<file path="config.mk">
export PLATFORM = sky130hd
export DESIGN_NAME = tlv_request_packet_parser
export DESIGN_NICKNAME = d
export VERILOG_FILES = /design/src/tlvp_pkg.sv /design/src/tlv_request_packet_parser.sv /design/src/tlvp_parse.sv /design/src/tlvp_out_queue.sv
export SDC_FILE = /design/constraint.sdc
export NUM_CORES = 2
export LEC_CHECK = 0
export BUFFER_PORTS_ARGS = -buffer_cell sky130_fd_sc_hd__buf_2
export CAP_MARGIN = 20
export CELL_PAD_IN_SITES_DETAIL_PLACEMENT = 1
export CELL_PAD_IN_SITES_GLOBAL_PLACEMENT = 2
export CORE_ASPECT_RATIO = 1.4
export CORE_MARGIN = 8
export CORE_UTILIZATION = 35
export CTS_BUF_LIST = sky130_fd_sc_hd__clkbuf_8
export DETAILED_ROUTE_END_ITERATION = 8
export GPL_TIMING_DRIVEN = 0
export PLACE_DENSITY_LB_ADDON = 0.1
export SETUP_SLACK_MARGIN = 0.02
export SLEW_MARGIN = 20
export SYNTH_ARGS = -nofsm -noshare
export SYNTH_HDL_FRONTEND = slang
export SYNTH_SLANG_ARGS = --single-unit
</file>
<file path="constraint.sdc">
create_clock -name clk -period 16 [get_ports clk]
set_input_delay 0.8 -clock clk [delete_from_list [all_inputs] [get_ports clk]]
set_output_delay 0.8 -clock clk [all_outputs]
set_load 0.02 [all_outputs]
</file>
<file path="src/tlvp_pkg.sv">
// Shared types and constants of the TLV request packet parser.
package tlvp_pkg;

	localparam int HEADER_BYTES      = 8;
	localparam int ATTR_HEADER_BYTES = 4;

	// Byte offsets of the header fields and the attribute header window.
	localparam int HDR_TYPE_OFF   = 4;
	localparam int HDR_LEN_OFF    = 6;
	localparam int HDR_END_OFF    = 8;
	localparam int ATTR_SHIFT_LEN = 4;

	localparam int POS_W   = 17;
	localparam int TDATA_W = 128;

	localparam int QDEPTH = 4;
	localparam int QPTR_W = $clog2(QDEPTH);
	localparam int QCNT_W = QPTR_W + 1;

	typedef enum logic [1:0] {
		PH_HEADER = 2'd0,
		PH_ATTR   = 2'd1,
		PH_DATA   = 2'd2,
		PH_TRAIL  = 2'd3
	} phase_t;

	typedef enum logic [1:0] {
		KIND_HEADER = 2'd0,
		KIND_ATTR   = 2'd1,
		KIND_DATA   = 2'd2,
		KIND_END    = 2'd3
	} kind_t;

	typedef struct packed {
		kind_t       kind;
		logic [31:0] req_number;
		logic [15:0] req_kind;
		logic [15:0] packet_length;
		logic [15:0] attr_code;
		logic [15:0] attr_data_length;
		logic [15:0] attr_start;
		logic [7:0]  data_byte;
		logic        ok;
		logic        last;
	} result_t;

	typedef struct packed {
		logic    v0;
		result_t r0;
		logic    v1;
		result_t r1;
	} res_pair_t;

	typedef struct packed {
		logic              room;
		logic [QCNT_W-1:0] level;
	} q_status_t;

endpackage

</file>
<file path="src/tlv_request_packet_parser.sv">
// Top level of the TLV request packet parser: input register, parser and result queue.
//
// The block takes a request packet one byte per transfer on the slave stream, with
// tlast on the final byte of the buffer. It reports the 8-byte big-endian header
// (request number, request type, packet length), then each attribute header with its
// code, data length and start offset, then every data byte, and finally an end verdict
// with tlast set and ok telling whether the packet was well formed; check_enable at 0
// keeps ok at 1. One byte is accepted in every clock cycle while the result queue has
// room. Each byte gives at most one result, except the final byte of a buffer, which
// may give its own result and the verdict; the four-entry result queue absorbs that
// second result. A byte passes through the input register and the result queue on its
// way to the master stream. Results are packed into tdata with unused fields zero;
// tuser carries the result kind. After the verdict the parse state returns to its
// reset value, ready for the next buffer.
module tlv_request_packet_parser
	import tlvp_pkg::*;
(
	input  logic               clk,
	input  logic               arst_n,
	// Configuration: check_enable register.
	input  logic               cfg_wr_en,
	input  logic               cfg_wr_data,
	// Slave stream.
	input  logic               s_axis_tvalid,
	output logic               s_axis_tready,
	input  logic [7:0]         s_axis_tdata,  // byte_in [7:0]
	input  logic               s_axis_tlast,
	// Master stream.
	output logic               m_axis_tvalid,
	input  logic               m_axis_tready,
	// req_number [31:0], req_kind [47:32], packet_length [63:48], attr_code [79:64],
	// attr_data_length [95:80], attr_start [111:96], data_byte [119:112], ok [120],
	// zero fill [127:121]
	output logic [TDATA_W-1:0] m_axis_tdata,
	output logic [1:0]         m_axis_tuser,  // kind [1:0]
	output logic               m_axis_tlast
);

	logic        check_enable_q;
	logic        valid_s1;
	logic [7:0]  byte_s1;
	logic        eob_s1;
	logic        advance;
	logic        in_fire;
	res_pair_t   res;
	result_t     head;
	q_status_t   qstat;

	always_ff @(posedge clk or negedge arst_n) begin
		if (!arst_n) begin
			check_enable_q <= 1'b1;
		end else if (cfg_wr_en) begin
			check_enable_q <= cfg_wr_data;
		end
	end

	// The registered byte moves into the parser whenever the queue has room for the
	// two results it may give; an empty input register takes a new byte even when it has not.
	assign advance       = valid_s1 & qstat.room;
	assign s_axis_tready = ~valid_s1 | qstat.room;
	assign in_fire       = s_axis_tvalid & s_axis_tready;

	always_ff @(posedge clk or negedge arst_n) begin
		if (!arst_n) begin
			valid_s1 <= 1'b0;
		end else if (in_fire) begin
			valid_s1 <= 1'b1;
		end else if (advance) begin
			valid_s1 <= 1'b0;
		end
	end

	always_ff @(posedge clk) begin
		if (in_fire) begin
			byte_s1 <= s_axis_tdata;
			eob_s1  <= s_axis_tlast;
		end
	end

	tlvp_parse u_parse (
		.clk          (clk),
		.arst_n       (arst_n),
		.step         (advance),
		.byte_val     (byte_s1),
		.eob          (eob_s1),
		.check_enable (check_enable_q),
		.res          (res)
	);

	tlvp_out_queue u_queue (
		.clk        (clk),
		.arst_n     (arst_n),
		.push       (res),
		.head       (head),
		.head_valid (m_axis_tvalid),
		.head_ready (m_axis_tready),
		.status     (qstat)
	);

	assign m_axis_tdata = {7'b0, head.ok, head.data_byte, head.attr_start,
		head.attr_data_length, head.attr_code, head.packet_length, head.req_kind,
		head.req_number};
	assign m_axis_tuser = head.kind;
	assign m_axis_tlast = head.last;

	// The queue never holds more entries than it has.
	a_queue_bound: assert property (@(posedge clk) disable iff (!arst_n)
		qstat.level <= QCNT_W'(QDEPTH))
		else $error("result queue overfilled");

	// A stalled input register keeps its byte until the parser takes it.
	a_s1_hold: assert property (@(posedge clk) disable iff (!arst_n)
		(valid_s1 && !qstat.room) |=> (valid_s1 && $stable(byte_s1) && $stable(eob_s1)))
		else $error("input register lost a stalled byte");

	// Only the verdict closes a buffer.
	a_last_is_verdict: assert property (@(posedge clk) disable iff (!arst_n)
		(m_axis_tvalid && m_axis_tlast) |-> (m_axis_tuser == KIND_END))
		else $error("tlast on a result other than the verdict");

	// Output valid follows the queue fill level.
	a_valid_level: assert property (@(posedge clk) disable iff (!arst_n)
		m_axis_tvalid == (qstat.level != '0))
		else $error("output valid disagrees with queue level");

endmodule

</file>
<file path="src/tlvp_parse.sv">
// Per-byte parse state and the logic that turns one byte into its results.
module tlvp_parse
	import tlvp_pkg::*;
(
	input  logic        clk,
	input  logic        arst_n,
	input  logic        step,
	input  logic [7:0]  byte_val,
	input  logic        eob,
	input  logic        check_enable,
	output res_pair_t   res
);

	logic [POS_W-1:0] pos_q, pos_d;
	logic [31:0]      num_q, num_d;
	logic [15:0]      type_q, type_d;
	logic [15:0]      len_q, len_d;
	logic [31:0]      shift_q, shift_d;
	logic [15:0]      begin_q, begin_d;
	logic [POS_W-1:0] aend_q, aend_d;
	phase_t           phase_q, phase_d;
	logic             err_q, err_d;

	logic             emit;
	result_t          r0;
	result_t          r1;
	logic             sn_go;
	logic [POS_W-1:0] sn_pos;
	logic [POS_W-1:0] off;
	logic [15:0]      alen;
	logic [POS_W-1:0] aend_new;
	logic             err_v;

	always_comb begin
		num_d   = num_q;
		type_d  = type_q;
		len_d   = len_q;
		shift_d = shift_q;
		begin_d = begin_q;
		aend_d  = aend_q;
		phase_d = phase_q;
		err_d   = err_q;
		emit    = 1'b0;
		r0      = '0;
		sn_go   = 1'b0;
		sn_pos  = '0;
		off     = pos_q - {1'b0, begin_q};
		alen    = '0;
		aend_new = '0;

		case (phase_q)
			PH_HEADER: begin
				if (pos_q < POS_W'(HDR_TYPE_OFF)) begin
					num_d = {num_q[23:0], byte_val};
				end else if (pos_q < POS_W'(HDR_LEN_OFF)) begin
					type_d = {type_q[7:0], byte_val};
				end else if (pos_q < POS_W'(HDR_END_OFF)) begin
					len_d = {len_q[7:0], byte_val};
				end
				if (pos_q == POS_W'(HEADER_BYTES - 1)) begin
					emit             = 1'b1;
					r0.kind          = KIND_HEADER;
					r0.req_number    = num_d;
					r0.req_kind      = type_d;
					r0.packet_length = len_d;
					sn_go            = 1'b1;
					sn_pos           = POS_W'(HEADER_BYTES);
				end
			end
			PH_ATTR: begin
				if (off < POS_W'(ATTR_SHIFT_LEN)) begin
					shift_d = {shift_q[23:0], byte_val};
				end
				if (off == POS_W'(ATTR_HEADER_BYTES - 1)) begin
					alen     = shift_d[15:0];
					aend_new = {1'b0, begin_q} + {1'b0, alen};
					if (alen < 16'(ATTR_HEADER_BYTES) || aend_new[POS_W-1]) begin
						err_d   = 1'b1;
						phase_d = PH_TRAIL;
					end else begin
						aend_d = aend_new;
						if (aend_new > {1'b0, len_q}) begin
							err_d = 1'b1;
						end
						emit                = 1'b1;
						r0.kind             = KIND_ATTR;
						r0.attr_code        = shift_d[31:16];
						r0.attr_data_length = alen - 16'(ATTR_HEADER_BYTES);
						r0.attr_start       = begin_q;
						if (alen == 16'(ATTR_HEADER_BYTES)) begin
							sn_go  = 1'b1;
							sn_pos = aend_new;
						end else begin
							phase_d = PH_DATA;
						end
					end
				end
			end
			PH_DATA: begin
				emit         = 1'b1;
				r0.kind      = KIND_DATA;
				r0.data_byte = byte_val;
				if (({1'b0, pos_q} + 1'b1) >= {1'b0, aend_q}) begin
					sn_go  = 1'b1;
					sn_pos = aend_q;
				end
			end
			default: begin
			end
		endcase

		// Move on to the next attribute, or close the walk at the packet end.
		if (sn_go) begin
			if (sn_pos >= {1'b0, len_d}) begin
				if (sn_pos != {1'b0, len_d}) begin
					err_d = 1'b1;
				end
				phase_d = PH_TRAIL;
			end else begin
				phase_d = PH_ATTR;
				begin_d = sn_pos[15:0];
				shift_d = '0;
			end
		end

		pos_d = (pos_q == {POS_W{1'b1}}) ? pos_q : pos_q + 1'b1;

		err_v   = err_d | (phase_d != PH_TRAIL);
		r1      = '0;
		r1.kind = KIND_END;
		r1.ok   = ~(err_v & check_enable);
		r1.last = 1'b1;
	end

	assign res.v0 = step & emit;
	assign res.r0 = r0;
	assign res.v1 = step & eob;
	assign res.r1 = r1;

	always_ff @(posedge clk or negedge arst_n) begin
		if (!arst_n) begin
			pos_q   <= '0;
			num_q   <= '0;
			type_q  <= '0;
			len_q   <= '0;
			shift_q <= '0;
			begin_q <= '0;
			aend_q  <= '0;
			phase_q <= PH_HEADER;
			err_q   <= 1'b0;
		end else if (step) begin
			if (eob) begin
				pos_q   <= '0;
				num_q   <= '0;
				type_q  <= '0;
				len_q   <= '0;
				shift_q <= '0;
				begin_q <= '0;
				aend_q  <= '0;
				phase_q <= PH_HEADER;
				err_q   <= 1'b0;
			end else begin
				pos_q   <= pos_d;
				num_q   <= num_d;
				type_q  <= type_d;
				len_q   <= len_d;
				shift_q <= shift_d;
				begin_q <= begin_d;
				aend_q  <= aend_d;
				phase_q <= phase_d;
				err_q   <= err_d;
			end
		end
	end

endmodule

</file>
<file path="src/tlvp_out_queue.sv">
// Small result queue: takes up to two results a cycle, hands out one while the reader is ready.
module tlvp_out_queue
	import tlvp_pkg::*;
(
	input  logic      clk,
	input  logic      arst_n,
	input  res_pair_t push,
	output result_t   head,
	output logic      head_valid,
	input  logic      head_ready,
	output q_status_t status
);

	result_t           entries_q [QDEPTH];
	logic [QPTR_W-1:0] wr_q;
	logic [QPTR_W-1:0] rd_q;
	logic [QCNT_W-1:0] cnt_q;
	result_t           first;
	logic [1:0]        n_push;
	logic              pop;

	assign first      = push.v0 ? push.r0 : push.r1;
	assign n_push     = {1'b0, push.v0} + {1'b0, push.v1};
	assign head_valid = (cnt_q != '0);
	assign head       = entries_q[rd_q];
	assign pop        = head_valid & head_ready;

	assign status.room  = (cnt_q <= QCNT_W'(QDEPTH - 2));
	assign status.level = cnt_q;

	always_ff @(posedge clk) begin
		if (n_push != 2'd0) begin
			entries_q[wr_q] <= first;
		end
		if (n_push == 2'd2) begin
			entries_q[wr_q + 1'b1] <= push.r1;
		end
	end

	always_ff @(posedge clk or negedge arst_n) begin
		if (!arst_n) begin
			wr_q  <= '0;
			rd_q  <= '0;
			cnt_q <= '0;
		end else begin
			wr_q  <= wr_q + QPTR_W'(n_push);
			rd_q  <= rd_q + QPTR_W'(pop);
			cnt_q <= cnt_q + QCNT_W'(n_push) - QCNT_W'(pop);
		end
	end

endmodule
</file>
==> summary.md <==
| Metric | Value |
|---|---|
| FP Rows | 126 |
| CTS Sinks | 655 |
| Fillers | approximately 9400 |
| Layout Nets | 3223 |
| Skew final | 0.0526 ns |
| CTS tree | yes |
| Fraction of layout cells with a size suffix above 1 | 15.6% |
| Drt via density | 5.74 |
| Peak supply drop | 84.5 µV |
| Unrepaired setup endpoints after global routing | false |
| Maxcap violations | 0 |
| Minimum clock period | 10.60 ns |
| Worst hold slack | 0.220 ns |
| Routability cong. | slightly below 0.9 |
| Routed vias | 24600 |
| Mapped Cells | 2847 |
| Area of the mapped netlist | 0.0295 mm² |
| Total CTS buffers | 110 |
| Setup TNS Final | 0 ns |
| Die area | 0.0941 mm² |
| First-pass GRT wire length | around 170000 µm |
| CP Class | flip-flop to flip-flop |
| Clk slew on worst S/H paths | 0.07 ns |
| Critical path's top delay family | simple AND/OR/NAND/NOR gates |
| CP Buf/Inv Count | 6 |
| Final-report max-slew violation count | 0 |
| Syn. warnings | 0 |
| Synthesis-stage register bit count | around 660 |
| Area Overhead vs Synth | 15.3% |
| Max-slew headroom | 21.8% |
| Worst Path Max Fanout | 10 |
| Total track usage | 24.1% |
| Net Switching | approximately 2300 µW |
| Sequential fraction of the synthesis area | 47.4% |
| Async SR Flop Fraction | 22.9% |
| Clock Tree Buf Depth | 3 |
| Vias in the first global route | 26600 |
| CP Data Required Time | 16.61 ns |
| First drt pass iteration count | 5 |
| HP Class | input pin to flip-flop |
| Initial Util | 35.1% |
| Largest net degree at the start of global routing | 67 |
| Power density cells | 161 mW/mm² |
| Outcome | completed |
| Clock Power Share | 29.2% |
| Gate power share | 37.7% |
| Gates resized, CTS repair | 0 |
| Worst Tran Pin Value | roughly 1.2 ns |
| Internal power | between 3000 and 4000 µW |
| Netlist cell types | 78 |
| CTS Root Cell | clkbuf_8 |
| Fmax | roughly 94 MHz |
| I/O Buffers | 140 |
| Total gr overflow | 0 |
| Post-synth EDFFs | 13 |
| IO Pins | between 100 and 150 |
| Core area | roughly 0.084 mm² |
| Die width | 261 µm |
| Post-DP HPWL | between 80000 and 90000 µm |
| Setup bufs post-CTS | 0 |
| Sequential power share | 33.0% |
| Worst-Skew Late Latency | 0.77 ns |
| Final hold vios | 0 |
| Post-Syn Area per Cell | 10.4 µm² |
| H-tree levels | 3 |
| Critical path endpoint category | flip-flop |
| Cell leakage power | 0.0141 µW |
| CP arrival | ~11 ns |
| Setup violations, final | 0 |
| DR WL/cell | between 20 and 30 µm |
| Max incr delay on CP | 0.79 ns |
| Initial DRC count | between 1000 and 1500 |
| CP Launch Type | flip-flop |
| Sw frac | 42.3% |
| Routed WL | between 100000 and 150000 µm |
| CP max stage cell | nor2_1 |
| Initial antenna violation count | 3 |
| Routed Antenna Nets | 0 |
| Final period util | 66.2% |
| Die height | 360 µm |
| Main synth FF type | dfxtp_1 |
| DRC | 0 |
placed cells by master, fill, tap and decap left out, drive strengths merged, types with 124 or more instances in the layout:
master,count
buf,187
dfrtp,149
clkbuf,313
inv,130
a22o,392
nor2,126
mux4,124
nand2,367
dfxtp,492
o21ai,229
logic make-up after synthesis:
logic type,count (synthesis),share of synthesized area [%]
xor+xnor,47,1.39
flops,655,47.4
simple gates,665,9.98
compound gates,906,21.9
other cells,1,0.0127
buf+inv,308,4.17
mux,165,10.9
fa+ha+maj,100,4.31
power groups by stage:
| stage | Combinational [µW] | Sequential, µW | Clock (µW) |
|---|---|---|---|
| 5_1_grt | 2210 | 1820 | 1720 |
| 3_5_place_dp | 2090 | 1840 | 0 |
| 6_report | 2070 | 1810 | 1600 |
| 2_1_floorplan | 1260 | 1800 | 0 |
| 3_3_place_gp | 2050 | 1840 | 0 |
| 4_1_cts | 2100 | 1810 | 1640 |
flip-flops by register name (all words and copies together) (netlist names), 2 cells and up:
signal and cells:
byte_s1 8, u_parse.aend_q 17, u_parse.begin_q 16, u_parse.len_q 16, u_parse.num_q 32, u_parse.phase_q 2, u_parse.pos_q 17, u_parse.shift_q 24
u_parse.type_q 16, u_queue.cnt_q 3, u_queue.entries_q 496, u_queue.rd_q 2, u_queue.wr_q 2
timing repair:
action | 4_1_cts | 5_1_grt
hold buffers | 1 | 0
endpoints found under the hold margin | 28 | 0
setup endpoints to repair | 0 | 0
metrics by stage:
stage	cell area [µm²]	power (µW)	setup WS [ns]	instances	util (%)
floorplan	29600	3070	8.39	2853	-
global placement	31600	3890	5.51	4081	37.6
detailed placement	31700	3930	5.62	4083	37.7
CTS	34100	5550	5.55	4289	40.5
global route	34100	5750	4.97	4290	40.5
finish	34100	5490	5.40	4290	40.5
worst reg2reg max path, delay by kind of cell (launching register included):
family	cells	cell delay (ns)
simple gates	9	3.75
compound gates	9	2.21
buf+inv	6	1.83
fa+ha+maj	4	1.47
flops	1	0.49
xor+xnor	1	0.39
mux	1	0.36
synthesized netlist by cell type, types with 19 or more instances:
cell type / count / area, µm²
a21o_1: 21 / 158
a21oi_1: 113 / 566
a22o_1: 392 / 3430
a22oi_1: 30 / 225
buf_1: 19 / 71.3
clkbuf_1: 171 / 642
dfrtp_1: 149 / 3730
dfxtp_1: 492 / 9850
ha_1: 97 / 1210
inv_1: 89 / 334
mux2i_1: 34 / 340
mux4_2: 124 / 2790
nand2_1: 367 / 1380
nand3_1: 27 / 135
nand4_1: 30 / 188
nor2_1: 125 / 469
nor3_1: 20 / 100
o21ai_0: 221 / 1110
o22ai_1: 34 / 213
xnor2_1: 24 / 210
xor2_1: 23 / 201
metal layers:
layer	up-vias	track usage, %	wire length, µm
met3	207	3.15	4570
met2	609	43.0	58800
met5	-	0	0
li1	11100	-	-
met4	0	9.94	4650
met1	12700	28.8	46800
final cells by class:
class | instances | area, µm² | share of cell area [%]
diodes | 1 | 2.50 | 0.00735
plain buffers | 219 | 903 | 2.65
clock buffers | 139 | 1910 | 5.62
clock inverters | 66 | 445 | 1.31
inverters | 89 | 334 | 0.981
multi-input cells | 1890 | 14300 | 42.1
flip-flops and latches | 655 | 14000 | 41.1
well taps | 1088 | 1360 | 4.00
repair buffers | 143 | 776 | 2.28
path summary, 6_finish.rpt:
check	depth (start not counted)	to	slack, ns	startpoint
max reg2reg	30	u_queue.entries_q[2][120]	5.40	u_parse.pos_q[0]
max	30	u_queue.entries_q[2][120]	5.40	u_parse.pos_q[0]
max in group asynchronous	4	check_enable_q	14.44	arst_n
min in group asynchronous	2	u_parse.aend_q[9]	0.51	arst_n
min reg2reg	2	u_queue.entries_q[3][16]	0.45	u_queue.entries_q[3][16]
min	2	check_enable_q	0.22	cfg_wr_en
Note: power is estimated with default switching activity, not from simulation.
